--- src/lpcc_pkg.sv ---
// Shared types, constants and tables of the LCh pixel colour classifier.
package lpcc_pkg;

   localparam int FRAC_BITS = 7;

   localparam int LUM_W  = 15;
   localparam int CHR_W  = 15;
   localparam int HUE_W  = 16;
   localparam int THR_W  = 15;
   localparam int SF_W   = 6;
   localparam int KIND_W = 2;
   localparam int MASK_W = 6;
   localparam int HSEC_W = 4;
   localparam int LSEC_W = 3;
   localparam int LINT_W = LUM_W - FRAC_BITS;

   localparam int CSR_INDEX_W = 8;
   localparam int CSR_DATA_W  = 16;
   localparam logic [CSR_INDEX_W-1:0] CSR_GRAY_THRESHOLD = 8'd0;
   localparam logic [CSR_INDEX_W-1:0] CSR_SKIN_FACTOR    = 8'd1;
   localparam logic [THR_W-1:0] GRAY_THRESHOLD_RESET = 15'd256;
   localparam logic [SF_W-1:0]  SKIN_FACTOR_RESET    = 6'd24;

   // CORDIC gain compensation, 2^-16 units
   localparam int GAIN_W = 17;
   localparam logic signed [GAIN_W-1:0] GAIN = 17'sd39797;

   localparam int XW         = 34;
   localparam int ZW         = 34;
   localparam int ATAN_COUNT = 20;
   localparam int BOX_COUNT  = 16;
   localparam int BW         = 16;
   localparam int CW_L       = 32;
   localparam int CW_AB      = 48;

   localparam int LINT_LIMIT = 100;
   localparam int LSEC_STEP  = 20;

   typedef enum logic [KIND_W-1:0] {
      KIND_GRAY,
      KIND_SKIN,
      KIND_SECTOR,
      KIND_NONE
   } class_kind_type;

   typedef struct packed {
      logic                gray;
      logic                l_ge100;
      logic [HSEC_W-1:0]   hue_sector;
      logic [LSEC_W-1:0]   l_sector;
      logic [LUM_W-1:0]    lightness;
   } side_type;

   // box limits held in tenths
   typedef struct packed {
      logic [2:0] group;
      logic [9:0] l_avg;
      logic [5:0] l_sd;
      logic [9:0] a_avg;
      logic [5:0] a_sd;
      logic [9:0] b_avg;
      logic [5:0] b_sd;
   } box_type;

   // atan(2^-i), 2^32 units per turn
   function automatic logic signed [ZW-1:0] atan_angle(input int idx);
      logic signed [ZW-1:0] r;
      case (idx)
         0:       r = 34'sd536870912;
         1:       r = 34'sd316933406;
         2:       r = 34'sd167458907;
         3:       r = 34'sd85004756;
         4:       r = 34'sd42667331;
         5:       r = 34'sd21354465;
         6:       r = 34'sd10679838;
         7:       r = 34'sd5340245;
         8:       r = 34'sd2670163;
         9:       r = 34'sd1335087;
         10:      r = 34'sd667544;
         11:      r = 34'sd333772;
         12:      r = 34'sd166886;
         13:      r = 34'sd83443;
         14:      r = 34'sd41722;
         15:      r = 34'sd20861;
         16:      r = 34'sd10430;
         17:      r = 34'sd5215;
         18:      r = 34'sd2608;
         19:      r = 34'sd1304;
         default: r = '0;
      endcase
      return r;
   endfunction

   function automatic box_type skin_box(input int idx);
      box_type r;
      case (idx)
         0:       r = '{3'd0, 10'd609, 6'd34, 10'd70,  6'd17, 10'd150, 6'd18};
         1:       r = '{3'd1, 10'd619, 6'd37, 10'd71,  6'd17, 10'd174, 6'd20};
         2:       r = '{3'd2, 10'd606, 6'd48, 10'd65,  6'd16, 10'd164, 6'd23};
         3:       r = '{3'd3, 10'd630, 6'd55, 10'd56,  6'd19, 10'd140, 6'd29};
         4:       r = '{3'd0, 10'd564, 6'd32, 10'd117, 6'd21, 10'd163, 6'd14};
         5:       r = '{3'd1, 10'd568, 6'd41, 10'd116, 6'd22, 10'd177, 6'd18};
         6:       r = '{3'd2, 10'd561, 6'd45, 10'd113, 6'd21, 10'd164, 6'd22};
         7:       r = '{3'd3, 10'd592, 6'd51, 10'd116, 6'd28, 10'd151, 6'd23};
         8:       r = '{3'd4, 10'd440, 6'd20, 10'd140, 6'd10, 10'd190, 6'd10};
         9:       r = '{3'd5, 10'd580, 6'd10, 10'd150, 6'd10, 10'd210, 6'd10};
         10:      r = '{3'd0, 10'd589, 6'd31, 10'd114, 6'd21, 10'd142, 6'd15};
         11:      r = '{3'd1, 10'd607, 6'd40, 10'd105, 6'd23, 10'd172, 6'd21};
         12:      r = '{3'd2, 10'd580, 6'd44, 10'd117, 6'd23, 10'd158, 6'd21};
         13:      r = '{3'd3, 10'd596, 6'd55, 10'd118, 6'd31, 10'd146, 6'd26};
         14:      r = '{3'd4, 10'd480, 6'd10, 10'd150, 6'd10, 10'd200, 6'd10};
         15:      r = '{3'd5, 10'd630, 6'd10, 10'd160, 6'd10, 10'd210, 6'd10};
         default: r = '0;
      endcase
      return r;
   endfunction

endpackage

--- src/lpcc_cordic.sv ---
// Pipelined rotation-mode CORDIC, one micro-rotation per stage.
module lpcc_cordic #(
   parameter int STEPS = 14
) (
   input  logic                              clock,
   input  logic                              reset,
   input  logic                              advance,
   input  logic                              src_valid,
   input  logic signed [lpcc_pkg::XW-1:0]    src_x,
   input  logic signed [lpcc_pkg::ZW-1:0]    src_z,
   input  lpcc_pkg::side_type                src_side,
   output logic                              dst_valid,
   output logic signed [lpcc_pkg::XW-1:0]    dst_x,
   output logic signed [lpcc_pkg::XW-1:0]    dst_y,
   output lpcc_pkg::side_type                dst_side
);

   logic                             valid_ff [STEPS];
   logic signed [lpcc_pkg::XW-1:0]   x_ff     [STEPS];
   logic signed [lpcc_pkg::XW-1:0]   y_ff     [STEPS];
   lpcc_pkg::side_type               side_ff  [STEPS];
   logic signed [lpcc_pkg::XW-1:0]   x_in     [STEPS];
   logic signed [lpcc_pkg::XW-1:0]   y_in     [STEPS];
   logic                             valid_in [STEPS];
   lpcc_pkg::side_type               side_in  [STEPS];
   logic signed [lpcc_pkg::ZW-1:0]   z_ff     [STEPS-1];
   logic signed [lpcc_pkg::ZW-1:0]   z_in     [STEPS-1];

   for (genvar i = 0; i < STEPS; i++) begin : g_stage
      logic signed [lpcc_pkg::XW-1:0] xi, yi;
      logic signed [lpcc_pkg::ZW-1:0] zi;

      if (i == 0) begin : g_head
         assign xi          = src_x;
         assign yi          = '0;
         assign zi          = src_z;
         assign valid_in[i] = src_valid;
         assign side_in[i]  = src_side;
      end else begin : g_body
         assign xi          = x_ff[i-1];
         assign yi          = y_ff[i-1];
         assign zi          = z_ff[i-1];
         assign valid_in[i] = valid_ff[i-1];
         assign side_in[i]  = side_ff[i-1];
      end

      assign x_in[i] = zi[lpcc_pkg::ZW-1] ? xi + (yi >>> i) : xi - (yi >>> i);
      assign y_in[i] = zi[lpcc_pkg::ZW-1] ? yi - (xi >>> i) : yi + (xi >>> i);

      if (i < STEPS - 1) begin : g_angle
         assign z_in[i] = zi[lpcc_pkg::ZW-1] ? zi + lpcc_pkg::atan_angle(i)
                                              : zi - lpcc_pkg::atan_angle(i);
      end
   end

   always_ff @(posedge clock) begin
      for (int i = 0; i < STEPS; i++) begin
         if (reset) begin
            valid_ff[i] <= 1'b0;
         end else if (advance) begin
            valid_ff[i] <= valid_in[i];
         end
      end
   end

   always_ff @(posedge clock) begin
      if (advance) begin
         for (int i = 0; i < STEPS; i++) begin
            x_ff[i]    <= x_in[i];
            y_ff[i]    <= y_in[i];
            side_ff[i] <= side_in[i];
         end
         for (int i = 0; i < STEPS - 1; i++) begin
            z_ff[i] <= z_in[i];
         end
      end
   end

   assign dst_valid = valid_ff[STEPS-1];
   assign dst_x     = x_ff[STEPS-1];
   assign dst_y     = y_ff[STEPS-1];
   assign dst_side  = side_ff[STEPS-1];

endmodule

--- config.mk ---
export PLATFORM = sky130hd
export DESIGN_NAME = lpcc_cordic
export DESIGN_NICKNAME = d
export VERILOG_FILES = /design/src/lpcc_pkg.sv /design/src/lpcc_cordic.sv
export SDC_FILE = /design/constraint.sdc
export NUM_CORES = 2
export LEC_CHECK = 0
export BUFFER_PORTS_ARGS = -buffer_cell sky130_fd_sc_hd__buf_4
export CAP_MARGIN = 10
export CORE_UTILIZATION = 55
export CTS_BUF_LIST = sky130_fd_sc_hd__clkbuf_8
export CTS_CLUSTER_DIAMETER = 80
export CTS_CLUSTER_SIZE = 20
export DETAILED_ROUTE_END_ITERATION = 7
export PLACE_DENSITY_LB_ADDON = 0.3
export SLEW_MARGIN = 20
export SYNTH_ARGS = -nofsm -noshare
export SYNTH_HDL_FRONTEND = slang
export SYNTH_SLANG_ARGS = --single-unit
export TNS_END_PERCENT = 1
--- constraint.sdc ---
create_clock -name clock -period 4.2 [get_ports clock]
set_input_delay 0.21 -clock clock [delete_from_list [all_inputs] [get_ports clock]]
set_output_delay 0.21 -clock clock [all_outputs]
set_load 0.02 [all_outputs]
* After elaboration in Yosys (flattened, before gate mapping)
Memory sizes are Yosys's and may differ from the RTL's.
Index checks and enable logic that the tools add are counted.
** Storage, ports and cells
- Memories :: 5
- Output and inout port bits :: 93
- Input port bits :: 96
- RAM bits :: 1744
- Bits in registers :: 0
- Word-level logic and storage cells :: 158
** Memory list
- x_ff :: depth 14, width 34, rd ports 14, clocked after Yosys merged registers in 0, wr ports 14, line lpcc_cordic.sv:19 : logic signed [lpcc_pkg::XW-1:0] x_ff [STEPS];
- y_ff :: depth 14, width 34, rd ports 14, clocked after Yosys merged registers in 0, wr ports 14, line lpcc_cordic.sv:20 : logic signed [lpcc_pkg::XW-1:0] y_ff [STEPS];
- z_ff :: depth 13, width 34, rd ports 13, clocked after Yosys merged registers in 0, wr ports 13, line lpcc_cordic.sv:26 : logic signed [lpcc_pkg::ZW-1:0] z_ff [STEPS-1];
- side_ff :: depth 14, width 24, rd ports 14, clocked after Yosys merged registers in 0, wr ports 14, line lpcc_cordic.sv:21 : lpcc_pkg::side_type side_ff [STEPS];
- valid_ff :: depth 14, width 1, rd ports 14, clocked after Yosys merged registers in 0, wr ports 14, line lpcc_cordic.sv:18 : logic valid_ff [STEPS];
** Cells by class
- Add/sub/neg operators :: 79
- Muxes and demuxes :: 60
- Bitwise logic cells :: 14
** Operator list (count)
- $mux 34 :: 40
- $add 34x21->34 :: 2
- $add 34x22->34 :: 2
- $add 34x23->34 :: 2
- $add 34x24->34 :: 2
- $add 34x25->34 :: 2
- $add 34x26->34 :: 2
- $add 34x27->34 :: 2
- $add 34x28->34 :: 2
- $add 34x29->34 :: 2
- $add 34x30->34 :: 2
- $add 34x31->34 :: 2
- $add 34x32->34 :: 2
- $add 34x33->34 :: 2
- $sub 34x21->34 :: 2
- $sub 34x22->34 :: 2
- $sub 34x23->34 :: 2
- $sub 34x24->34 :: 2
- $sub 34x25->34 :: 2
- $sub 34x26->34 :: 2
- $sub 34x27->34 :: 2
- $sub 34x28->34 :: 2
- $sub 34x29->34 :: 2
- $sub 34x30->34 :: 2
- other kinds (32) :: 67

* Depth between registers and ports, before layout
- Depth after elaboration :: 4
- Mapped depth :: 23

* Worst setup path before layout
OpenSTA, ideal clock, no wires.
- Path kind :: register -> register
- Start :: memory y_ff[0][1] (netlist name)
- End :: memory x_ff[0][65] (netlist name) (data pin)
- Period minus slack after synthesis :: 4562 ps
- Path slack :: -362 ps
- Required time :: 3942 ps
- Stages on the path, launching flop included :: 22
- Arrival :: 4303 ps
- Path through :: edfxtp_1 > inv_1 > ha_1 > nand2b_1 > or4_1 > or2_2 > nor4_1 > nor2b_1 > and2_1 > a21oi_1 > xor2_1 > ha_1 > a21oi_1 > nand2_1 > a21oi_1 > a31oi_1 > a31o_2 > a31o_2 > o41ai_1 > o21bai_1 > a21oi_1 > xnor2_1
** RTL lines (line)
- from (decl) :: lpcc_cordic.sv:20
- to (decl) :: lpcc_cordic.sv:19

==> flow_summary_export.csv <==
group,metric,value,unit
flow_run,drv_cap,0,
setup_path,cp-end-kind,"flop",
floorplan,fp.dieH,480,µm
global_routing,antenna_found_initial,3,
routing,drc_errors,0,
synthesis,yosysTopAreaCell,"edfxtp_1",
setup_path,rrSetupSlack,-0.37,ns
global_routing,grt_use_total,0.283,
floorplan,io_pins,189,
sta,fin_crit_sh,1.09,
routing,drt_iter0_drc,6604,
sta,rsz0062_at_grt,"yes",
global_routing,grt_max_degree,125,
clock_tree,clk_latency,0.96,ns
sta,final_hold_viol_count,0,
synthesis,async_flop_share,0,
synthesis,synth_edf_count,1707,
clock_tree,clk_pin_slew,0.12,ns
finish,drive_gt1_frac,0.200,
global_routing,grt_pass1_vias,103000,
placement,place_congestion,0.954,
synthesis,syn_avg_cell_area,10.2,µm²
global_routing,grt_pass1_wl,530000,µm
sta,max-slew-margin-rel,0.367,
synthesis,syn_nets,13800,
synthesis,synthCells,12400,
global_routing,grt.overflow.total,0,
floorplan,fp.dieArea,230000,µm²
routing,drtPass1Iterations,6,
setup_path,cp-startpoint,"x_ff[1][83]$_DFFE_PP_",
setup_path,reg2reg_depth,18,
floorplan,start_util,0.553,
finish,multi_input_area,74300,µm²
worst_hold_path,hold_path_class,"input port to flop",
floorplan,core,227000,µm²
sta,slew_violations,0,
synthesis,yosysSeqAreaShare,0.408,
finish,nFillCells,17600,
synthesis,synthTopCellsByArea,"edfxtp_1 (41%), ha_1 (13%), xnor2_1 (8.1%), a21oi_1 (5.6%), xor2_1 (4.3%)",
clock_tree,htree_levels,4,
setup_path,critPathLaunchType,"flop",
synthesis,ys_seq_elements,1707,
finish,nNetsFinal,16000,
routing,vias_per_cell,5.82,
clock_tree,clock_path_buffers,3,
placement,dp_hpwl,265000,µm
setup_path,r2r-start,"x_ff[1][83]$_DFFE_PP_",
setup_path,cp-endpoint,"y_ff[1][135]$_DFFE_PP_",
finish,stdcell_area,152000,µm²
routing,routed_wirelength,336000,µm
sta,fin_crit,4.57,ns
setup_path,crit_path_max_fanout,4,
floorplan,die_width,480,µm
clock_tree,cts_made_buffers,131,
clock_tree,clkSinkCount,1707,
setup_path,required,4.92,ns
routing,num_vias,103000,
sta,max_slew.worst_pin.slew,0.950,ns
setup_path,crit_type,"flop to flop",
placement,dpl-instance-area,145000,µm²
sta,fmax,219,MHz
outcome,violations,"negative setup slack",
placement,io_buffer_count,188,
synthesis,synthDominantCellAreaShare,0.408,
floorplan,rows,175,
synthesis,synth_ff_type,"edfxtp_1",
sta,setup_slack,-0.372,ns
outcome,status,"finished with violations",
routing,routedWlPerCell,19.0,µm
routing,drtAntennaViolNets,0,
setup_path,crit_arrival,5.30,ns
synthesis,ys_warn_count,0,
synthesis,synth_cell_types,112,
setup_path,r2r_end,"y_ff[1][135]$_DFFE_PP_",
synthesis,syn_area,126000,µm²
finish,area_growth,21.1,%
clock_tree,cts_tree,"done",
sta,setup_viol,65,
finish,register_area,51300,µm²
clock_tree,clock-root-buffer,"clkbuf_8",
sta,finClkSkew,0.0586,ns
==> kinds of logic (layout without fill, tap and decap cells) <==
group / after synthesis / in the layout / share of synthesized area
AOI/OAI and AO/OA: 3693 / 3693 / 0.186
and+or+nand+nor: 3127 / 3127 / 0.123
xor gates and xnor gates: 1768 / 1768 / 0.123
DFF: 1707 / 1707 / 0.408
adders and majority gates: 1300 / 1300 / 0.132
buffers and inverters: 709 / 3022 / 0.0221
muxes: 75 / 75 / 0.00633
other: 0 / 6 / 0
==> cell usage after synthesis, types with 38 or more instances <==
| cell type | number |
|---|---|
| ha_1 | 1262 |
| o21ai_0 | 515 |
| or3_1 | 63 |
| and2_1 | 72 |
| inv_1 | 494 |
| nor3_1 | 291 |
| o31ai_1 | 61 |
| a21o_1 | 636 |
| nor2b_1 | 197 |
| o21a_1 | 158 |
| and3_1 | 110 |
| a211oi_1 | 96 |
| xor2_1 | 612 |
| nor2_1 | 1009 |
| a31oi_1 | 144 |
| nor4_1 | 88 |
| clkbuf_1 | 148 |
| a21oi_1 | 1403 |
| xnor2_1 | 1156 |
| nand4_1 | 110 |
| o21bai_1 | 164 |
| or4_1 | 42 |
| nand3_1 | 207 |
| mux2i_1 | 39 |
| fa_1 | 38 |
| edfxtp_1 | 1707 |
| o211ai_1 | 48 |
| nand2b_1 | 192 |
| o41ai_1 | 43 |
| nand2_1 | 577 |
==> layer usage <==
metal,track usage,vias to the layer above,share of wire
met5,0,-,0.000039
met3,0.0293,675,0.041
met2,0.513,2503,0.50
li1,-,50500,-
met4,0.111,2,0.040
met1,0.344,49400,0.42
==> what timing repair did <==
action | in CTS | in global routing
pin swaps | 49 | 113
gates resized for setup | 218 | 386
endpoints found under the setup margin | 200 | 304
hold endpoints to repair | 286 | 0
buffers inserted | 7 | 16
hold buffers | 186 | 0
==> layout make-up <==
type                       instances  area share
antenna                            6   0.0000987
multi-input combinational       9963       0.488
tap                             3009      0.0247
clock inverter                    82     0.00600
timing repair buffer            2309       0.120
sequential                      1707       0.337
clock buffer                     134      0.0121
inverter                         497      0.0123
==> sequential cells by signal (all words and copies together) (netlist names) <==
name,flops
x_ff,475
y_ff,476
z_ff,406
valid_ff,14
side_ff,336
==> through the flow <==
| step | hold WS, ns | worst slack (ns) | utilization | instances | setup TNS, ns |
|---|---|---|---|---|---|
| 2_1_floorplan | 0.309 | -0.248 | - | 12400 | -2.08 |
| 3_3_place_gp | 0.388 | -0.523 | 0.636 | 17300 | -23.01 |
| 3_5_place_dp | 0.389 | -0.583 | 0.636 | 17300 | -29.11 |
| 6_report | 0.109 | -0.372 | 0.669 | 17700 | -6.77 |
| 4_1_cts | 0.00701 | -0.314 | 0.661 | 17700 | -6.28 |
| 5_1_grt | 0.0302 | -0.563 | 0.669 | 17700 | -37.82 |
==> worst min-delay path by stage <==
| stage | startpoint | end | cells past startpoint |
|---|---|---|---|
| 2_1_floorplan | src_side[0] | side_ff[0][0]$_DFFE_PP_ | 0 |
| 3_3_place_gp | src_z[16] | z_ff[0][16]$_DFFE_PP_ | 1 |
| 3_5_place_dp | src_z[9] | z_ff[0][9]$_DFFE_PP_ | 1 |
| 4_1_cts | src_x[12] | y_ff[0][12]$_DFFE_PP_ | 3 |
| 5_1_grt | src_x[33] | y_ff[0][33]$_DFFE_PP_ | 3 |
| 6_report | src_x[33] | y_ff[0][33]$_DFFE_PP_ | 3 |
==> cell usage in the layout (no fill, tap or decap), types with 134 or more instances in the layout <==
master / instances
buf_4: 2080
nor2_1: 978
dlygate4sd3_1: 186
ha_1: 1249
xor2_1: 607
nand2_1: 566
xnor2_1: 1136
o21bai_1: 162
nor2b_1: 183
nand3_1: 204
inv_1: 496
o21ai_0: 459
edfxtp_1: 1707
o21a_1: 158
nand2b_1: 190
a21oi_1: 1308
clkbuf_8: 134
nor3_1: 253
a21o_1: 636
==> critical path: stages (launching register included) <==
cell	delay (ns)
edfxtp_1	0.41
or3_4	0.41
or3_4	0.35
or4_4	0.53
nor2_4	0.14
nand2_2	0.07
nor3b_2	0.19
buf_4	0.15
nor3_2	0.06
a21oi_1	0.17
ha_1	0.29
buf_6	0.13
a21o_1	0.17
a211o_1	0.30
a21oi_2	0.13
o311a_1	0.21
a21oi_2	0.07
or4_1	0.39
and3_4	0.18
Power is not shown: default switching activity piles up to over one toggle a cycle in this logic, so the estimate is an artifact.
