**config.mk**
```make
export PLATFORM = sky130hd
export DESIGN_NAME = lpcc_front
export DESIGN_NICKNAME = d
export VERILOG_FILES = /design/src/lpcc_pkg.sv /design/src/lpcc_front.sv
export SDC_FILE = /design/constraint.sdc
export NUM_CORES = 1
export LEC_CHECK = 0
export BUFFER_PORTS_ARGS = -buffer_cell sky130_fd_sc_hd__buf_2
export CAP_MARGIN = 20
export CELL_PAD_IN_SITES_DETAIL_PLACEMENT = 1
export CELL_PAD_IN_SITES_GLOBAL_PLACEMENT = 1
export CORE_MARGIN = 3
export CORE_UTILIZATION = 48
export DETAILED_ROUTE_END_ITERATION = 16
export PLACE_DENSITY = 0.87
export SLEW_MARGIN = 20
export SYNTH_ARGS = -nofsm -noshare
export SYNTH_HDL_FRONTEND = slang
export SYNTH_SLANG_ARGS = --single-unit
```
**constraint.sdc**
```tcl
create_clock -name clock -period 8 [get_ports clock]
set_input_delay 2 -clock clock [delete_from_list [all_inputs] [get_ports clock]]
set_output_delay 2 -clock clock [all_outputs]
set_load 0.05 [all_outputs]
```
**src/lpcc_pkg.sv**
```systemverilog
// Shared types, constants and tables of the LCh pixel colour classifier.
package lpcc_pkg;

   localparam int FRAC_BITS = 7;

   localparam int LUM_W  = 15;
   localparam int CHR_W  = 15;
   localparam int HUE_W  = 16;
   localparam int THR_W  = 15;
   localparam int SF_W   = 6;
   localparam int KIND_W = 2;
   localparam int MASK_W = 6;
   localparam int HSEC_W = 4;
   localparam int LSEC_W = 3;
   localparam int LINT_W = LUM_W - FRAC_BITS;

   localparam int CSR_INDEX_W = 8;
   localparam int CSR_DATA_W  = 16;
   localparam logic [CSR_INDEX_W-1:0] CSR_GRAY_THRESHOLD = 8'd0;
   localparam logic [CSR_INDEX_W-1:0] CSR_SKIN_FACTOR    = 8'd1;
   localparam logic [THR_W-1:0] GRAY_THRESHOLD_RESET = 15'd256;
   localparam logic [SF_W-1:0]  SKIN_FACTOR_RESET    = 6'd24;

   // CORDIC gain compensation, 2^-16 units
   localparam int GAIN_W = 17;
   localparam logic signed [GAIN_W-1:0] GAIN = 17'sd39797;

   localparam int XW         = 34;
   localparam int ZW         = 34;
   localparam int ATAN_COUNT = 20;
   localparam int BOX_COUNT  = 16;
   localparam int BW         = 16;
   localparam int CW_L       = 32;
   localparam int CW_AB      = 48;

   localparam int LINT_LIMIT = 100;
   localparam int LSEC_STEP  = 20;

   typedef enum logic [KIND_W-1:0] {
      KIND_GRAY,
      KIND_SKIN,
      KIND_SECTOR,
      KIND_NONE
   } class_kind_type;

   typedef struct packed {
      logic                gray;
      logic                l_ge100;
      logic [HSEC_W-1:0]   hue_sector;
      logic [LSEC_W-1:0]   l_sector;
      logic [LUM_W-1:0]    lightness;
   } side_type;

   // box limits held in tenths
   typedef struct packed {
      logic [2:0] group;
      logic [9:0] l_avg;
      logic [5:0] l_sd;
      logic [9:0] a_avg;
      logic [5:0] a_sd;
      logic [9:0] b_avg;
      logic [5:0] b_sd;
   } box_type;

   // atan(2^-i), 2^32 units per turn
   function automatic logic signed [ZW-1:0] atan_angle(input int idx);
      logic signed [ZW-1:0] r;
      case (idx)
         0:       r = 34'sd536870912;
         1:       r = 34'sd316933406;
         2:       r = 34'sd167458907;
         3:       r = 34'sd85004756;
         4:       r = 34'sd42667331;
         5:       r = 34'sd21354465;
         6:       r = 34'sd10679838;
         7:       r = 34'sd5340245;
         8:       r = 34'sd2670163;
         9:       r = 34'sd1335087;
         10:      r = 34'sd667544;
         11:      r = 34'sd333772;
         12:      r = 34'sd166886;
         13:      r = 34'sd83443;
         14:      r = 34'sd41722;
         15:      r = 34'sd20861;
         16:      r = 34'sd10430;
         17:      r = 34'sd5215;
         18:      r = 34'sd2608;
         19:      r = 34'sd1304;
         default: r = '0;
      endcase
      return r;
   endfunction

   function automatic box_type skin_box(input int idx);
      box_type r;
      case (idx)
         0:       r = '{3'd0, 10'd609, 6'd34, 10'd70,  6'd17, 10'd150, 6'd18};
         1:       r = '{3'd1, 10'd619, 6'd37, 10'd71,  6'd17, 10'd174, 6'd20};
         2:       r = '{3'd2, 10'd606, 6'd48, 10'd65,  6'd16, 10'd164, 6'd23};
         3:       r = '{3'd3, 10'd630, 6'd55, 10'd56,  6'd19, 10'd140, 6'd29};
         4:       r = '{3'd0, 10'd564, 6'd32, 10'd117, 6'd21, 10'd163, 6'd14};
         5:       r = '{3'd1, 10'd568, 6'd41, 10'd116, 6'd22, 10'd177, 6'd18};
         6:       r = '{3'd2, 10'd561, 6'd45, 10'd113, 6'd21, 10'd164, 6'd22};
         7:       r = '{3'd3, 10'd592, 6'd51, 10'd116, 6'd28, 10'd151, 6'd23};
         8:       r = '{3'd4, 10'd440, 6'd20, 10'd140, 6'd10, 10'd190, 6'd10};
         9:       r = '{3'd5, 10'd580, 6'd10, 10'd150, 6'd10, 10'd210, 6'd10};
         10:      r = '{3'd0, 10'd589, 6'd31, 10'd114, 6'd21, 10'd142, 6'd15};
         11:      r = '{3'd1, 10'd607, 6'd40, 10'd105, 6'd23, 10'd172, 6'd21};
         12:      r = '{3'd2, 10'd580, 6'd44, 10'd117, 6'd23, 10'd158, 6'd21};
         13:      r = '{3'd3, 10'd596, 6'd55, 10'd118, 6'd31, 10'd146, 6'd26};
         14:      r = '{3'd4, 10'd480, 6'd10, 10'd150, 6'd10, 10'd200, 6'd10};
         15:      r = '{3'd5, 10'd630, 6'd10, 10'd160, 6'd10, 10'd210, 6'd10};
         default: r = '0;
      endcase
      return r;
   endfunction

endpackage

```
**src/lpcc_front.sv**
```systemverilog
// Input skid slot, capture stage and pre-rotation stage (gray test, fold, gain multiply).
module lpcc_front (
   input  logic                                  clock,
   input  logic                                  reset,
   input  logic                                  advance,
   input  logic                                  req_valid,
   output logic                                  req_stall,
   input  logic [lpcc_pkg::LUM_W-1:0]            req_lightness,
   input  logic [lpcc_pkg::CHR_W-1:0]            req_chroma,
   input  logic [lpcc_pkg::HUE_W-1:0]            req_hue,
   input  logic [lpcc_pkg::THR_W-1:0]            gray_threshold,
   output logic                                  dst_valid,
   output logic signed [lpcc_pkg::XW-1:0]        dst_x,
   output logic signed [lpcc_pkg::ZW-1:0]        dst_z,
   output lpcc_pkg::side_type                    dst_side
);

   logic                         accept;
   logic                         skid_valid_ff, skid_valid_in;
   logic [lpcc_pkg::LUM_W-1:0]   skid_lum_ff;
   logic [lpcc_pkg::CHR_W-1:0]   skid_chr_ff;
   logic [lpcc_pkg::HUE_W-1:0]   skid_hue_ff;

   logic                         a_valid_ff, a_valid_in;
   logic [lpcc_pkg::LUM_W-1:0]   a_lum_ff, a_lum_in;
   logic [lpcc_pkg::CHR_W-1:0]   a_chr_ff, a_chr_in;
   logic [lpcc_pkg::HUE_W-1:0]   a_hue_ff, a_hue_in;

   logic                                b_valid_ff;
   logic signed [lpcc_pkg::XW-1:0]      b_x_ff, b_x_in;
   logic signed [lpcc_pkg::ZW-1:0]      b_z_ff, b_z_in;
   lpcc_pkg::side_type                  b_side_ff, b_side_in;

   logic                                fold;
   logic signed [lpcc_pkg::GAIN_W-1:0]  chr_s;
   logic [lpcc_pkg::HUE_W-1:0]          hue_f;
   logic [lpcc_pkg::HUE_W+3:0]          hue15;
   logic [lpcc_pkg::LINT_W-1:0]         lint;

   assign req_stall = skid_valid_ff;
   assign accept    = req_valid && !skid_valid_ff;

   // skid slot parks a word taken while the pipe is held
   assign skid_valid_in = advance ? 1'b0 : (skid_valid_ff || accept);

   always_comb begin
      a_valid_in = skid_valid_ff || accept;
      if (skid_valid_ff) begin
         a_lum_in = skid_lum_ff;
         a_chr_in = skid_chr_ff;
         a_hue_in = skid_hue_ff;
      end else begin
         a_lum_in = req_lightness;
         a_chr_in = req_chroma;
         a_hue_in = req_hue;
      end
   end

   always_ff @(posedge clock) begin
      if (reset) begin
         skid_valid_ff <= 1'b0;
      end else begin
         skid_valid_ff <= skid_valid_in;
      end
      if (!skid_valid_ff) begin
         skid_lum_ff <= req_lightness;
         skid_chr_ff <= req_chroma;
         skid_hue_ff <= req_hue;
      end
   end

   always_ff @(posedge clock) begin
      if (reset) begin
         a_valid_ff <= 1'b0;
         b_valid_ff <= 1'b0;
      end else if (advance) begin
         a_valid_ff <= a_valid_in;
         b_valid_ff <= a_valid_ff;
      end
      if (advance) begin
         a_lum_ff  <= a_lum_in;
         a_chr_ff  <= a_chr_in;
         a_hue_ff  <= a_hue_in;
         b_x_ff    <= b_x_in;
         b_z_ff    <= b_z_in;
         b_side_ff <= b_side_in;
      end
   end

   // fold hue into +-90 degrees: half-turn flip and negated start vector
   always_comb begin
      fold  = (a_hue_ff[15:14] == 2'b01 && a_hue_ff[13:0] != '0) || a_hue_ff[15:14] == 2'b10;
      chr_s = fold ? -$signed({2'b00, a_chr_ff}) : $signed({2'b00, a_chr_ff});
      hue_f = {a_hue_ff[15] ^ fold, a_hue_ff[14:0]};
      hue15 = {a_hue_ff, 4'b0000} - {4'b0000, a_hue_ff};
      lint  = a_lum_ff[lpcc_pkg::LUM_W-1:lpcc_pkg::FRAC_BITS];

      b_x_in = lpcc_pkg::XW'(chr_s) * lpcc_pkg::XW'(lpcc_pkg::GAIN);
      b_z_in = {{(lpcc_pkg::ZW-32){hue_f[15]}}, hue_f, 16'h0000};

      b_side_in.gray       = a_chr_ff < gray_threshold;
      b_side_in.l_ge100    = 32'(lint) >= 32'(lpcc_pkg::LINT_LIMIT);
      b_side_in.hue_sector = hue15[lpcc_pkg::HUE_W+3:lpcc_pkg::HUE_W];
      b_side_in.lightness  = a_lum_ff;
      if (32'(lint) >= 32'(4 * lpcc_pkg::LSEC_STEP)) begin
         b_side_in.l_sector = 3'd4;
      end else if (32'(lint) >= 32'(3 * lpcc_pkg::LSEC_STEP)) begin
         b_side_in.l_sector = 3'd3;
      end else if (32'(lint) >= 32'(2 * lpcc_pkg::LSEC_STEP)) begin
         b_side_in.l_sector = 3'd2;
      end else if (32'(lint) >= 32'(lpcc_pkg::LSEC_STEP)) begin
         b_side_in.l_sector = 3'd1;
      end else begin
         b_side_in.l_sector = 3'd0;
      end
   end

   assign dst_valid = b_valid_ff;
   assign dst_x     = b_x_ff;
   assign dst_z     = b_z_ff;
   assign dst_side  = b_side_ff;

   a_park: assert property (@(posedge clock) disable iff (reset)
      req_valid && !req_stall && !advance |=> req_stall)
      else $error("word taken during hold not parked");

   a_drain: assert property (@(posedge clock) disable iff (reset)
      skid_valid_ff && advance |=> a_valid_ff && !skid_valid_ff)
      else $error("parked word lost on release");

endmodule

```
# Word-level counts from Yosys, hierarchy flattened
# Index checks and enable logic that the tools add are counted.
[op_classes]
n_reduce_logical = 7
n_mul = 1
mux = 7
bitwise = 1
magnitude_cmp = 6
eq_ne = 2
addsub = 2
[op_table]
columns = ["cell", "count"]
rows = [
  ["17-bit by 17-bit multiplier with 34-bit output, second input constant", 1],
  ["15-bit two-way mux", 2],
  ["20-bit by 16-bit subtractor with 20-bit output", 1],
  ["17-bit two-way mux", 1],
  ["15-bit negation with 17-bit output", 1],
  ["8-bit by 6-bit >= comparator with 1-bit output, second input constant", 2],
  ["8-bit by 7-bit >= comparator with 1-bit output, second input constant", 2],
  ["16-bit two-way mux", 1],
  ["15-bit less-than comparator", 1],
  ["14-bit nonzero test", 1],
  ["8-bit by 5-bit >= comparator with 1-bit output, second input constant", 1],
  ["2-bit two-way mux", 2],
  ["2-bit by 1-bit equality test with 1-bit output, second input constant", 1],
  ["2-bit equality test, second input constant", 1],
  ["1-bit logical AND", 2],
  ["1-bit logical OR", 2],
  ["2-bit OR reduction", 1],
  ["1-bit zero test", 1],
  ["1-bit two-way mux", 1],
  ["1-bit XOR", 1],
]
[totals]
word_cells = 42
in_bits = 65
reg_bits = 169
out_inout_bits = 94

# Logic depth before layout (Yosys ltp)
[logic_depth]
ltp_word = 5
mapped_depth = 28
depth_no_buf = 27

# Worst setup path after synthesis
# No wires, ideal clock.
[synth_timing]
path_kind = "register to register"
start = "register a_hue_ff[13] in the netlist's numbering"
end = "register b_x_ff, in the netlist dst_x[24], data pin"
setup_time_ns = 0.195
path_slack_ns = 0.726
stages_incl_launch_ff = 25
required_time_ns = 7.805
path_buffers = 0
synth_period_minus_slack_ns = 7.274
arrival_time_ns = 7.079
path_cell_list = "edfxtp_1 > or4_4 > o41a_4 > o21ai_0 > xor2_1 > inv_1 > ha_1 > xor2_1 > ha_1 > inv_1 > fa_1 > inv_1 > fa_1 > fa_1 > inv_1 > fa_1 > inv_1 > ha_1 > a21oi_1 > o211ai_1 > a32oi_1 > o221ai_1 > o21a_1 > or4b_2 > o311ai_0"
[synth_between]
elab_chain_len = 5
[synth_rtl]
columns = ["item", "line", "rtl"]
rows = [
  ["start, declared", "lpcc_front.sv:27", "logic [lpcc_pkg::HUE_W-1:0] a_hue_ff, a_hue_in;"],
  ["start signal, assigned", "lpcc_front.sv:83", "a_hue_ff <= a_hue_in;"],
  ["14-bit nonzero test", "lpcc_front.sv:92", "fold = (a_hue_ff[15:14] == 2'b01 && a_hue_ff[13:0] != '0) || a_hue_ff[15:14] == 2'b10;"],
  ["1-bit logical AND", "lpcc_front.sv:92", ""],
  ["1-bit logical OR", "lpcc_front.sv:92", ""],
  ["17-bit two-way mux", "lpcc_front.sv:93", "chr_s = fold ? -$signed({2'b00, a_chr_ff}) : $signed({2'b00, a_chr_ff});"],
  ["17-bit by 17-bit multiplier with 34-bit output", "lpcc_front.sv:98", "b_x_in = lpcc_pkg::XW'(chr_s) * lpcc_pkg::XW'(lpcc_pkg::GAIN);"],
  ["named net b_x_in (one bit)", "lpcc_front.sv:30", "logic signed [lpcc_pkg::XW-1:0] b_x_ff, b_x_in;"],
  ["end signal, assigned", "lpcc_front.sv:84", "b_x_ff <= b_x_in;"],
  ["end, declared", "lpcc_front.sv:30", ""],
]
# The timed path passes the listed nets, and every way through them passes these cells.
# A chain may end at the register's enable or synchronous reset.

# Final worst setup path
[layout_timing]
start = "register a_hue_ff[11] in the netlist's numbering"
end = "register b_x_ff, in the netlist dst_x[24], data pin"
# Same word-level chain as after synthesis.

==> qor.yml <==
crit_slowest_cell: "or4_1"
via_per_inst: 5.19
cp-end-kind: "register"
slew_headroom_pct: 30.1
setup_viol: 0
worstPathRequired_ps: 8240
clock-root-buffer: "clkbuf_16"
hold_start: "a_lum_ff[0]$_DFFE_PP_"
synthTopCellsByArea: "edfxtp_1 27%, fa_1 18%, ha_1 15%"
path_clk_slew_ps: 80
async_reset_ff_share_pct: 0
num_vias: 9024
final_antenna_net_count: 0
fill_cells: 2925
synth-edff-count: 120
cts-hold-fix-buffers: 0
avgSynthCellArea_um2: 11.2
grt_usage_pct: 22.7
first_global_vias: 10060
portBuffers: 142
cts_max_path_buffers: 2
firstDrtPassIters: 5
coreArea_um2: 27100
cp.arrival_ps: 7910
reg2reg_from: "a_hue_ff[11]$_DFFE_PP_"
synthCells: 1187
cp-startpoint: "a_hue_ff[11]$_DFFE_PP_"
grt-ovfl-total: 0
ys_seq_area_share_pct: 34.4
antenna_found_initial: 6
critPathKind: "reg2reg"
cp_slowest_stage_delay_ps: 620
routedWlPerCell_um: 19.3
crit_fanout: 15
status: "finished, final reports clean"
drv_slew: 0
yosysTopAreaCell: "edfxtp_1"
crit_chain: "or4_1 > o41a_4 > o21ai_0 > xor2_1 > inv_1 > ha_1 > xor2_1 > ha_1 > inv_1 > fa_1 > inv_1 > fa_1 > fa_1 > inv_1 > fa_1 > inv_1 > ha_1 > a21oi_1 > o211ai_1 > a32oi_2 > o221ai_1 > o21a_1 > or4b_2 > o311ai_0"
synthFlopType: "edfxtp_1"
areaGrowthSynthToFinish_pct: 13.8
clk_latency_ps: 440
nets: 1703
fin_crit_ps: 7670
routed_wl_mm: 33.6
ys_ff_latch: 169
critPathMostFrequentCell: "inv_1"
skew_ps: 12.9
clkSinkCount: 169
layout_commonest_cell: "inv_1"
layout_common_cells: "276 x inv_1, 165 x ha_1, 141 x buf_2"
finalCritPeriodShare_pct: 95.9
yosysWarnings: 0
worst_slew_pin_slew_ps: 1050
synth_area_um2: 13300
hold_class: "reg2reg"
cts_tree: "built"
drt_iter0_markers: 440
cts_made_buffers: 17
cap_violations: 0
dieHeight_um: 173
hpwl_mm: 27.2
rows: 60
synth_top_cell_area_share_pct: 27.0
fp.dieArea_um2: 29800
gp_congestion: 0.933
max_freq_mhz: 130
tns_ps: 0
drive_gt1_share_pct: 19.6
startpoint_type: "register"
grt_pass1_wl_mm: 53.6
finalHoldViolations: 0
grt_max_degree: 81
num_io_pins: 159
ys_types: 67
start_util_pct: 49.2
h-tree-depth: 4
die_width_um: 173
drc: 0
-- synthesized netlist by cell type, types with 3 or more instances --
library cell  number
a211oi_1           9
a21boi_0           3
a21o_1            24
a21oi_1           55
and3_1             3
buf_4             18
clkbuf_1          16
dfxtp_1           49
edfxtp_1         120
fa_1             120
ha_1             165
inv_1            277
mux2_2            47
mux2i_1            3
nand2_1           28
nand2b_1           7
nand3_1           11
nand4_1            9
nor2_1            45
nor2b_1            6
nor3_1             9
o211ai_1           5
o21a_1             6
o21ai_0           26
o21bai_1           7
o22ai_1            3
o31ai_1            3
or3_1              6
or4_1              3
xnor2_1           28
xnor2_2            3
xor2_1            27
-- layer usage --
layer	vias up	track usage [%]	part of all wire [%]
met1	4502	28.3	42
met3	54	5.56	5.9
met4	8	5.85	1.8
met5	-	0	0.15
met2	236	39.7	50
li1	4224	-	-
-- kinds of logic after synthesis --
kind of cell,Yosys count,synth area share [%]
compound gates,171,8.82
simple gates,136,5.02
other cells,1,0.0281
buf+inv,313,9.39
fa+ha+maj,286,33.6
mux,50,4.20
xor+xnor,61,4.52
flops,169,34.4
-- sequential cells by signal, summed over array words and instances, names as in the netlist --
signal	cells
skid_lum_ff	15
a_hue_ff	16
skid_hue_ff	16
req_stall	1
a_valid_ff	1
skid_chr_ff	15
dst_z	16
dst_valid	1
dst_x	34
a_lum_ff	15
dst_side	24
a_chr_ff	15
-- path summary, 6_finish.rpt --
check / end / slack, ps / cells past startpoint
hold / removal: dst_side[0]$_DFFE_PP_ / 420 / 0
setup / recovery: dst_x[24]$_DFFE_PP_ / 330 / 24
hold reg to reg: dst_side[0]$_DFFE_PP_ / 420 / 0
setup reg to reg: dst_x[24]$_DFFE_PP_ / 330 / 24
-- layout make-up --
| class | instances | area, um^2 | area share (%) |
|---|---|---|---|
| timing repair buffer | 168 | 908 | 5.99 |
| inverter | 277 | 1040 | 6.86 |
| antenna | 1 | 2.50 | 0.0165 |
| sequential | 169 | 4590 | 30.2 |
| clock buffer | 18 | 429 | 2.83 |
| clock inverter | 14 | 155 | 1.02 |
| tap | 372 | 465 | 3.07 |
| multi-input combinational | 720 | 7570 | 50.0 |
-- worst max-delay path, delay by kind of cell, from the launching register on --
kind	cells	cell delay, ps
compound gates	8	1940
xor+xnor	2	500
fa+ha+maj	7	3030
buf+inv	5	330
flops	1	440
simple gates	2	1230
-- per-stage QoR --
step	instance area (um^2)	setup slack (ps)	std cells	utilization, %	hold WS, ps
global placement	14500	322	1700	53.5	402
global route	15200	-8.53	1739	55.9	434
CTS	15100	140	1732	55.6	425
floorplan	13400	726	1202	-	400
finish	15200	325	1739	55.9	424
detailed placement	14500	157	1700	53.5	407
-- repair_timing --
action,in CTS,in global routing
setup buffers,0,6
endpoints found under the setup margin,0,3
gates resized for setup,0,7
Power is not shown: default switching activity piles up to over one toggle a cycle in this logic, so the estimate is an artifact.
