--- config.mk ---
export PLATFORM = sky130hd
export DESIGN_NAME = lpcc_box
export DESIGN_NICKNAME = d
export VERILOG_FILES = /design/src/lpcc_pkg.sv /design/src/lpcc_box.sv
export SDC_FILE = /design/constraint.sdc
export NUM_CORES = 2
export LEC_CHECK = 0
export ABC_AREA = 1
export BUFFER_PORTS_ARGS = -buffer_cell sky130_fd_sc_hd__buf_4
export CAP_MARGIN = 20
export CORE_ASPECT_RATIO = 1.4
export CORE_MARGIN = 2
export CORE_UTILIZATION = 32
export CTS_BUF_LIST = sky130_fd_sc_hd__clkbuf_8
export DETAILED_ROUTE_END_ITERATION = 10
export GPL_ROUTABILITY_DRIVEN = 0
export GPL_TIMING_DRIVEN = 0
export SLEW_MARGIN = 20
export SYNTH_ARGS = -nofsm -noshare
export SYNTH_HDL_FRONTEND = slang
export SYNTH_SLANG_ARGS = --single-unit
--- constraint.sdc ---
create_clock -name clock -period 4.7 [get_ports clock]
set_clock_uncertainty 0.2 [all_clocks]
set_input_delay 0.235 -clock clock [delete_from_list [all_inputs] [get_ports clock]]
set_output_delay 0.235 -clock clock [all_outputs]
set_load 0.02 [all_outputs]
--- src/lpcc_pkg.sv ---
// Shared types, constants and tables of the LCh pixel colour classifier.
package lpcc_pkg;

   localparam int FRAC_BITS = 7;

   localparam int LUM_W  = 15;
   localparam int CHR_W  = 15;
   localparam int HUE_W  = 16;
   localparam int THR_W  = 15;
   localparam int SF_W   = 6;
   localparam int KIND_W = 2;
   localparam int MASK_W = 6;
   localparam int HSEC_W = 4;
   localparam int LSEC_W = 3;
   localparam int LINT_W = LUM_W - FRAC_BITS;

   localparam int CSR_INDEX_W = 8;
   localparam int CSR_DATA_W  = 16;
   localparam logic [CSR_INDEX_W-1:0] CSR_GRAY_THRESHOLD = 8'd0;
   localparam logic [CSR_INDEX_W-1:0] CSR_SKIN_FACTOR    = 8'd1;
   localparam logic [THR_W-1:0] GRAY_THRESHOLD_RESET = 15'd256;
   localparam logic [SF_W-1:0]  SKIN_FACTOR_RESET    = 6'd24;

   // CORDIC gain compensation, 2^-16 units
   localparam int GAIN_W = 17;
   localparam logic signed [GAIN_W-1:0] GAIN = 17'sd39797;

   localparam int XW         = 34;
   localparam int ZW         = 34;
   localparam int ATAN_COUNT = 20;
   localparam int BOX_COUNT  = 16;
   localparam int BW         = 16;
   localparam int CW_L       = 32;
   localparam int CW_AB      = 48;

   localparam int LINT_LIMIT = 100;
   localparam int LSEC_STEP  = 20;

   typedef enum logic [KIND_W-1:0] {
      KIND_GRAY,
      KIND_SKIN,
      KIND_SECTOR,
      KIND_NONE
   } class_kind_type;

   typedef struct packed {
      logic                gray;
      logic                l_ge100;
      logic [HSEC_W-1:0]   hue_sector;
      logic [LSEC_W-1:0]   l_sector;
      logic [LUM_W-1:0]    lightness;
   } side_type;

   // box limits held in tenths
   typedef struct packed {
      logic [2:0] group;
      logic [9:0] l_avg;
      logic [5:0] l_sd;
      logic [9:0] a_avg;
      logic [5:0] a_sd;
      logic [9:0] b_avg;
      logic [5:0] b_sd;
   } box_type;

   // atan(2^-i), 2^32 units per turn
   function automatic logic signed [ZW-1:0] atan_angle(input int idx);
      logic signed [ZW-1:0] r;
      case (idx)
         0:       r = 34'sd536870912;
         1:       r = 34'sd316933406;
         2:       r = 34'sd167458907;
         3:       r = 34'sd85004756;
         4:       r = 34'sd42667331;
         5:       r = 34'sd21354465;
         6:       r = 34'sd10679838;
         7:       r = 34'sd5340245;
         8:       r = 34'sd2670163;
         9:       r = 34'sd1335087;
         10:      r = 34'sd667544;
         11:      r = 34'sd333772;
         12:      r = 34'sd166886;
         13:      r = 34'sd83443;
         14:      r = 34'sd41722;
         15:      r = 34'sd20861;
         16:      r = 34'sd10430;
         17:      r = 34'sd5215;
         18:      r = 34'sd2608;
         19:      r = 34'sd1304;
         default: r = '0;
      endcase
      return r;
   endfunction

   function automatic box_type skin_box(input int idx);
      box_type r;
      case (idx)
         0:       r = '{3'd0, 10'd609, 6'd34, 10'd70,  6'd17, 10'd150, 6'd18};
         1:       r = '{3'd1, 10'd619, 6'd37, 10'd71,  6'd17, 10'd174, 6'd20};
         2:       r = '{3'd2, 10'd606, 6'd48, 10'd65,  6'd16, 10'd164, 6'd23};
         3:       r = '{3'd3, 10'd630, 6'd55, 10'd56,  6'd19, 10'd140, 6'd29};
         4:       r = '{3'd0, 10'd564, 6'd32, 10'd117, 6'd21, 10'd163, 6'd14};
         5:       r = '{3'd1, 10'd568, 6'd41, 10'd116, 6'd22, 10'd177, 6'd18};
         6:       r = '{3'd2, 10'd561, 6'd45, 10'd113, 6'd21, 10'd164, 6'd22};
         7:       r = '{3'd3, 10'd592, 6'd51, 10'd116, 6'd28, 10'd151, 6'd23};
         8:       r = '{3'd4, 10'd440, 6'd20, 10'd140, 6'd10, 10'd190, 6'd10};
         9:       r = '{3'd5, 10'd580, 6'd10, 10'd150, 6'd10, 10'd210, 6'd10};
         10:      r = '{3'd0, 10'd589, 6'd31, 10'd114, 6'd21, 10'd142, 6'd15};
         11:      r = '{3'd1, 10'd607, 6'd40, 10'd105, 6'd23, 10'd172, 6'd21};
         12:      r = '{3'd2, 10'd580, 6'd44, 10'd117, 6'd23, 10'd158, 6'd21};
         13:      r = '{3'd3, 10'd596, 6'd55, 10'd118, 6'd31, 10'd146, 6'd26};
         14:      r = '{3'd4, 10'd480, 6'd10, 10'd150, 6'd10, 10'd200, 6'd10};
         15:      r = '{3'd5, 10'd630, 6'd10, 10'd160, 6'd10, 10'd210, 6'd10};
         default: r = '0;
      endcase
      return r;
   endfunction

endpackage

--- src/lpcc_box.sv ---
// Skin box test: bound registers, scaling stage and compare stage.
module lpcc_box (
   input  logic                                clock,
   input  logic                                reset,
   input  logic                                advance,
   input  logic [lpcc_pkg::SF_W-1:0]           skin_factor,
   input  logic                                src_valid,
   input  logic signed [lpcc_pkg::XW-1:0]      src_x,
   input  logic signed [lpcc_pkg::XW-1:0]      src_y,
   input  lpcc_pkg::side_type                  src_side,
   output logic                                dst_valid,
   output logic [lpcc_pkg::BOX_COUNT-1:0]      dst_match,
   output lpcc_pkg::side_type                  dst_side
);

   // 16*avg -+ sf*std, tenths x16
   logic signed [lpcc_pkg::BW-1:0] l_lo_ff [lpcc_pkg::BOX_COUNT];
   logic signed [lpcc_pkg::BW-1:0] l_hi_ff [lpcc_pkg::BOX_COUNT];
   logic signed [lpcc_pkg::BW-1:0] a_lo_ff [lpcc_pkg::BOX_COUNT];
   logic signed [lpcc_pkg::BW-1:0] a_hi_ff [lpcc_pkg::BOX_COUNT];
   logic signed [lpcc_pkg::BW-1:0] b_lo_ff [lpcc_pkg::BOX_COUNT];
   logic signed [lpcc_pkg::BW-1:0] b_hi_ff [lpcc_pkg::BOX_COUNT];

   logic                                 w_valid_ff;
   logic signed [lpcc_pkg::CW_L-1:0]     w_l_ff, w_l_in, lum_ext;
   logic signed [lpcc_pkg::CW_AB-1:0]    w_a_ff, w_a_in, w_b_ff, w_b_in, a_ext, b_ext;
   lpcc_pkg::side_type                   w_side_ff;

   logic                                 m_valid_ff;
   logic [lpcc_pkg::BOX_COUNT-1:0]       m_match_ff, m_match_in;
   lpcc_pkg::side_type                   m_side_ff;

   always_ff @(posedge clock) begin
      for (int b = 0; b < lpcc_pkg::BOX_COUNT; b++) begin
         l_lo_ff[b] <= lpcc_pkg::BW'({lpcc_pkg::skin_box(b).l_avg, 4'b0000})
                     - lpcc_pkg::BW'(skin_factor) * lpcc_pkg::BW'(lpcc_pkg::skin_box(b).l_sd);
         l_hi_ff[b] <= lpcc_pkg::BW'({lpcc_pkg::skin_box(b).l_avg, 4'b0000})
                     + lpcc_pkg::BW'(skin_factor) * lpcc_pkg::BW'(lpcc_pkg::skin_box(b).l_sd);
         a_lo_ff[b] <= lpcc_pkg::BW'({lpcc_pkg::skin_box(b).a_avg, 4'b0000})
                     - lpcc_pkg::BW'(skin_factor) * lpcc_pkg::BW'(lpcc_pkg::skin_box(b).a_sd);
         a_hi_ff[b] <= lpcc_pkg::BW'({lpcc_pkg::skin_box(b).a_avg, 4'b0000})
                     + lpcc_pkg::BW'(skin_factor) * lpcc_pkg::BW'(lpcc_pkg::skin_box(b).a_sd);
         b_lo_ff[b] <= lpcc_pkg::BW'({lpcc_pkg::skin_box(b).b_avg, 4'b0000})
                     - lpcc_pkg::BW'(skin_factor) * lpcc_pkg::BW'(lpcc_pkg::skin_box(b).b_sd);
         b_hi_ff[b] <= lpcc_pkg::BW'({lpcc_pkg::skin_box(b).b_avg, 4'b0000})
                     + lpcc_pkg::BW'(skin_factor) * lpcc_pkg::BW'(lpcc_pkg::skin_box(b).b_sd);
      end
   end

   // value x160, bounds carry the 2^F and 2^(F+16) units as shifts
   always_comb begin
      lum_ext = lpcc_pkg::CW_L'(src_side.lightness);
      a_ext   = lpcc_pkg::CW_AB'(src_x);
      b_ext   = lpcc_pkg::CW_AB'(src_y);
      w_l_in  = (lum_ext <<< 7) + (lum_ext <<< 5);
      w_a_in  = (a_ext <<< 7) + (a_ext <<< 5);
      w_b_in  = (b_ext <<< 7) + (b_ext <<< 5);
   end

   always_comb begin
      for (int b = 0; b < lpcc_pkg::BOX_COUNT; b++) begin
         m_match_in[b] =
            (w_l_ff > (lpcc_pkg::CW_L'(l_lo_ff[b]) <<< lpcc_pkg::FRAC_BITS)) &&
            (w_l_ff < (lpcc_pkg::CW_L'(l_hi_ff[b]) <<< lpcc_pkg::FRAC_BITS)) &&
            (w_a_ff > (lpcc_pkg::CW_AB'(a_lo_ff[b]) <<< (lpcc_pkg::FRAC_BITS + 16))) &&
            (w_a_ff < (lpcc_pkg::CW_AB'(a_hi_ff[b]) <<< (lpcc_pkg::FRAC_BITS + 16))) &&
            (w_b_ff > (lpcc_pkg::CW_AB'(b_lo_ff[b]) <<< (lpcc_pkg::FRAC_BITS + 16))) &&
            (w_b_ff < (lpcc_pkg::CW_AB'(b_hi_ff[b]) <<< (lpcc_pkg::FRAC_BITS + 16)));
      end
   end

   always_ff @(posedge clock) begin
      if (reset) begin
         w_valid_ff <= 1'b0;
         m_valid_ff <= 1'b0;
      end else if (advance) begin
         w_valid_ff <= src_valid;
         m_valid_ff <= w_valid_ff;
      end
      if (advance) begin
         w_l_ff     <= w_l_in;
         w_a_ff     <= w_a_in;
         w_b_ff     <= w_b_in;
         w_side_ff  <= src_side;
         m_match_ff <= m_match_in;
         m_side_ff  <= w_side_ff;
      end
   end

   assign dst_valid = m_valid_ff;
   assign dst_match = m_match_ff;
   assign dst_side  = m_side_ff;

endmodule

# Word level (Yosys, flattened, before mapping)
# Memories as Yosys holds them, arrays and structs flattened.
# Cells that the tools add are included.
[totals]
memories = 6
regBits = 194
inputBits = 102
wordCells = 316
ram_bits = 1424
out_inout_bits = 41
[op_classes]
magnitude_cmp = 96
n_addsub = 95
n_reduce_logical = 80
n_mul = 23
[mem_list]
columns = ["memory", "depth", "width", "read_ports", "rd_clocked_by_memory_dff", "write_ports", "line", "source"]
rows = [
  ["a_lo_ff", 16, 16, 16, 0, 16, "lpcc_box.sv:19", "logic signed [lpcc_pkg::BW-1:0] a_lo_ff [lpcc_pkg::BOX_COUNT];"],
  ["b_lo_ff", 16, 16, 16, 0, 16, "lpcc_box.sv:21", "logic signed [lpcc_pkg::BW-1:0] b_lo_ff [lpcc_pkg::BOX_COUNT];"],
  ["l_lo_ff", 16, 16, 16, 0, 16, "lpcc_box.sv:17", "logic signed [lpcc_pkg::BW-1:0] l_lo_ff [lpcc_pkg::BOX_COUNT];"],
  ["l_hi_ff", 16, 15, 16, 0, 16, "lpcc_box.sv:18", "logic signed [lpcc_pkg::BW-1:0] l_hi_ff [lpcc_pkg::BOX_COUNT];"],
  ["a_hi_ff", 16, 13, 16, 0, 16, "lpcc_box.sv:20", "logic signed [lpcc_pkg::BW-1:0] a_hi_ff [lpcc_pkg::BOX_COUNT];"],
  ["b_hi_ff", 16, 13, 16, 0, 16, "lpcc_box.sv:22", "logic signed [lpcc_pkg::BW-1:0] b_hi_ff [lpcc_pkg::BOX_COUNT];"],
]
[ops]
columns = ["op", "n"]
rows = [
  ["$gt A48 B39 Y1", 32],
  ["$lt A48 B39 Y1", 32],
  ["$gt A32 B23 Y1", 16],
  ["$lt A32 B23 Y1", 16],
  ["$sub A12 B12 Y13 const A", 18],
  ["$add A14 B12 Y15 const A", 13],
  ["$sub A14 B12 Y15 const A", 13],
  ["$add A12 B12 Y13 const A", 10],
  ["$sub A11 B12 Y13 const A", 10],
  ["$add A41 B39 Y42", 2],
  ["$logic_and A1 B1 Y1", 80],
  ["$add A11 B12 Y13 const A", 6],
  ["$mul A6 B5 Y11 const B", 7],
  ["$add A12 B11 Y13 const A", 5],
  ["$mul A6 B6 Y12 const B", 5],
  ["$mul A6 B4 Y10 const B", 5],
  ["$add A11 B11 Y12 const A", 4],
  ["$mul A6 B3 Y9 const B", 5],
  ["$add A12 B10 Y13 const A", 3],
  ["$sub A13 B12 Y14 const A", 2],
  ["$add A22 B20 Y23", 1],
  ["$add A14 B11 Y15 const A", 1],
  ["$sub A14 B11 Y15 const A", 1],
  ["$add A13 B11 Y14 const A", 1],
  ["other kinds (6)", 6],
]

# Depth between registers and ports, before layout
# An unclocked memory read counts as a cell.
[logic_depth]
depth_word = 7
mapped_depth = 25
mapped_depth_nobuf = 23

# Least setup slack after synthesis
# Ideal clock, no wire load.
[synth_path]
kind = "input to register"
start = "in skin_factor[3] (netlist bit)"
end = "mem l_hi_ff[1][41] (netlist bit)"
setup_time_ns = 0.130
stages = 19
path_buffers = 1
arrival_ns = 3.866
setup_slack_ns = 0.505
required_time_ns = 4.370
path_cell_list = "buf_2 inv_2 fa_1 fa_1 nor2_1 nor2_1 ha_1 ha_1 a21oi_1 nand2_2 inv_1 nand2_1 nand2_2 inv_1 ha_1 a21oi_1 inv_1 o21ai_1 o21ai_0"
[synth_rtl]
columns = ["item", "line", "source"]
rows = [
  ["start, declared", "lpcc_box.sv:6", "input logic [lpcc_pkg::SF_W-1:0] skin_factor,"],
  ["end, declared", "lpcc_box.sv:18", ""],
]

# Worst setup path in the final report
[layout_path]
start = "reg w_a_ff[46] (netlist bit)"
end = "reg m_match_ff (netlist bit dst_match[12]) (data pin)"
[layout_between]
elab_chain_len = 5
elab_cells_between_ends = 6
classes_between = "order compare (2); reduce/logical (4)"
[layout_rtl]
columns = ["item", "line", "source"]
rows = [
  ["start, declared", "lpcc_box.sv:26", "logic signed [lpcc_pkg::CW_AB-1:0] w_a_ff, w_a_in, w_b_ff, w_b_in, a_ext, b_ext;"],
  ["start signal, assigned", "lpcc_box.sv:82", "w_a_ff <= w_a_in;"],
  ["$gt A48 B39 Y1", "lpcc_box.sv:65", "(w_a_ff > (lpcc_pkg::CW_AB'(a_lo_ff[b]) <<< (lpcc_pkg::FRAC_BITS + 16))) &&"],
  ["$logic_and A1 B1 Y1", "lpcc_box.sv:64", "(w_l_ff < (lpcc_pkg::CW_L'(l_hi_ff[b]) <<< lpcc_pkg::FRAC_BITS)) &&"],
  ["$logic_and A1 B1 Y1 *", "lpcc_box.sv:65", ""],
  ["$logic_and A1 B1 Y1 *", "lpcc_box.sv:66", "(w_a_ff < (lpcc_pkg::CW_AB'(a_hi_ff[b]) <<< (lpcc_pkg::FRAC_BITS + 16))) &&"],
  ["$logic_and A1 B1 Y1 *", "lpcc_box.sv:67", "(w_b_ff > (lpcc_pkg::CW_AB'(b_lo_ff[b]) <<< (lpcc_pkg::FRAC_BITS + 16))) &&"],
  ["named net m_match_in (one bit)", "lpcc_box.sv:30", "logic [lpcc_pkg::BOX_COUNT-1:0] m_match_ff, m_match_in;"],
  ["end signal, assigned", "lpcc_box.sv:85", "m_match_ff <= m_match_in;"],
  ["end, declared", "lpcc_box.sv:30", ""],
]
# Mark *: on every way through the listed nets, which the timed path passes. The rest lies on a longest branch.
# A chain may end at the register's enable or synchronous reset.

==> impl_metrics.py <==
metrics = {
    "route": {
        "dr_total_vias": 57700,
        "ant_nets": 0,
        "via_per_inst": 5.04,
        "drcViolationCount": 0,
        "firstDrtPassIters": 8,
        "routed_wl_um": 247000,
        "wl_per_cell_um": 21.5,
        "drt-initial-drc-count": 3840,
    },
    "placed_design": {
        "hpwl_um": 193000,
        "place_inst": 11000,
        "port_buffers": 142,
    },
    "logic_synthesis": {
        "synthMuxAreaShare": 0,
        "synth_enable_flop_cells": 154,
        "synth-xor-area-share": 0.0661,
        "synth_cells": 8096,
        "syn-num-nets": 9523,
        "synth_top_family_by_area": "adder cells",
        "yosysSeqAreaShare": 0.291,
        "yosys_warnings": 0,
        "synth_largest_area_cell": "ha_1",
        "syn-mean-instance-area_um2": 7.87,
        "synth_top_area_frac": 0.248,
        "ys_ff_latch": 848,
        "ys_async_sr_fraction": 0,
        "synth-compound-area-share": 0.0960,
        "synthAdderAreaFrac": 0.267,
        "ys.flop_type": "dfxtp_1",
        "syn_area_um2": 63700,
        "synth.area.top_cells": "ha_1, dfxtp_1, nand2_1",
        "synth-simple-area-share": 0.191,
        "ys_types": 63,
    },
    "floorplan": {
        "chipWidth_um": 381,
        "core_um2": 198000,
        "rows": 193,
        "pin_count": 143,
        "die_area_um2": 203000,
        "start_util": 0.322,
        "chipHeight_um": 532,
    },
    "setup_path": {
        "critical_path_class": "flop to flop",
        "cp_max_fo": 12,
        "r2r-start": "w_a_ff[46]",
        "max_stage_delay_ps": 880,
        "crit_arrival_ps": 5080,
        "critPathLaunchType": "flop",
        "crit_family": "simple AND/OR/NAND/NOR gates",
        "endpoint_kind": "flop",
        "cp.buffers_inverters": 2,
        "crit_chain": "buf_2 -> nor2_2 -> nand3_2 -> buf_2 -> nor3_1 -> nand2_1 -> nand2_1 -> nand4_1 -> nor3_1",
        "crit_start": "w_a_ff[46]",
        "cp.depth": 9,
        "required_ps": 5190,
        "rr_worst_depth": 9,
        "worst_path_max_delay_cell": "edfxtp_1",
    },
    "timing": {
        "rsz0062_at_grt": "no",
        "period_minus_slack_ps": 4590,
        "holdWs_ps": -29.0,
        "worstMarginPinSlew_ps": 1240,
        "fmax_ghz": 0.218,
        "fin_crit_sh": 0.976,
        "drv_slew": 0,
        "finalSetupViolCount": 0,
        "hold_viol_final": 1,
        "relSlewSlack": 0.175,
    },
    "power_and_ir_drop": {
        "power_mw": 38.1,
        "power_frac_comb": 0.523,
        "p_sw_mw": 17.0,
        "p_seq_frac": 0.281,
        "p_leak_nw": 38.0,
        "pwr-share-clk": 0.196,
        "power.density_nw_per_um2": 506,
        "netSwitchingFraction": 0.445,
        "ir_drop_mv": 0.237,
        "intPower_mw": 21.1,
    },
    "global_route": {
        "track_usage": 0.238,
        "grt_pass1_wl_um": 358000,
        "antenna_found_initial": 16,
        "overflow": 0,
        "grt_max_degree": 78,
        "grt_pass1_vias": 57400,
    },
    "clock_network": {
        "tritoncts": "yes",
        "root_buffer": "clkbuf_8",
        "htreeDepth": 4,
        "cts_buffers": 149,
        "clk_path_buf_depth": 4,
        "path_clk_slew_ps": 60,
        "insertion_delay_ps": 930,
        "cts.sinks": 848,
    },
    "final_layout": {
        "final_common_cell": "nand2_1",
        "layout_common_cells": "nand2_1, inv_1, ha_1",
        "fillers": 20000,
        "multi_input_area_um2": 39700,
        "layout-drive-gt1-share": 0.0743,
        "final_nets": 10100,
        "fin_cells": 11500,
        "regArea_um2": 18500,
        "synthToLayoutAreaGrowth_pct": 18.2,
    },
    "status": {
        "status": "finished with violations",
        "violations": "hold timing",
    },
    "job": {
        "drv_cap": 0,
    },
    "hold_path": {
        "hold_path.class": "input port to flop",
        "min_from": "skin_factor[1]",
        "hold_depth": 4,
    },
}
## final timing paths
check / endpoint / slack [ps]
worst max-delay path: dst_match[12] / 110
worst min-delay path: l_lo_ff[11][5] / -30
worst max register to register: dst_match[12] / 110
worst min register to register: dst_side[3] / 210
## cell type report
| class | instances | area share |
|---|---|---|
| tap | 2632 | 0.0437 |
| timing repair buffer | 474 | 0.0671 |
| multi-input combinational | 5756 | 0.526 |
| inverter | 1444 | 0.0722 |
| clock inverter | 79 | 0.00907 |
| buffer | 48 | 0.00339 |
| sequential | 848 | 0.246 |
| clock buffer | 176 | 0.0322 |
| antenna | 9 | 0.000299 |
## Yosys cell counts, types with 117 or more instances
library cell and instances:
a21oi_1 623, dfxtp_1 694, edfxtp_1 154, ha_1 1264, inv_1 1408, nand2_1 1508, nand3_1 367, nand4_1 117
nor2_1 642, nor3_1 136, o21ai_0 222, xnor2_1 124, xor2_1 305
## flip-flops by register name, indices dropped and copies added, names as in the netlist, 16 cells and up
signal,cells
a_hi_ff,91
w_a_ff,37
w_l_ff,16
dst_match,16
w_b_ff,37
b_lo_ff,104
dst_side,24
l_hi_ff,124
w_side_ff,24
l_lo_ff,126
a_lo_ff,123
b_hi_ff,124
## power groups by stage
stage	clock, mW	sequential (mW)	combinational [mW]
5_1_grt	7.85	10.9	22.3
6_report	7.48	10.7	19.9
2_1_floorplan	0	10.7	12.9
3_5_place_dp	0	10.9	19.1
4_1_cts	7.59	10.7	19.5
3_3_place_gp	0	11.5	17.3
## per-stage QoR
stage	worst slack, ps	TNS (ps)	utilization	hold WS, ps	cell area (µm²)
after global routing	20.7	0	0.381	14.1	75300
after floorplan	505	0	-	62.7	63700
after global placement	-1340	-132660	0.344	197	68100
after detailed placement	-1360	-106800	0.352	205	69600
final	112	0	0.381	-29.0	75300
after CTS	3.10	0	0.380	2.56	75100
## layer usage
layer	wire (µm)	track usage	vias up
met4	28700	0.232	8
li1	-	-	27600
met5	45	0	-
met1	85700	0.238	27000
met3	15800	0.0440	972
met2	116000	0.410	2172
## cells by family (layout without fill, tap and decap cells)
group,Yosys count,count (layout)
other,0,9
buffers and inverters,1492,2221
DFF,848,848
AOI/OAI and AO/OA,1089,1089
xor gates and xnor gates,452,452
and+or+nand+nor,2890,2890
adders and majority gates,1325,1325
## worst reg2reg max path, stage by stage, from the launching register on
cell and delay [ps]:
edfxtp_1 880, buf_2 570, nor2_2 640, nand3_2 360
buf_2 400, nor3_1 220, nand2_1 140, nand2_1 180
nand4_1 450, nor3_1 350
## repair_timing
action	in CTS	in global routing
hold endpoints to repair	233	0
hold buffers	239	0
resized for setup	5	14
endpoints found under the setup margin	22	49
buffers inserted	1	7
cloned	0	0
pin swaps	0	0
Power figures use the tool's default switching activity.
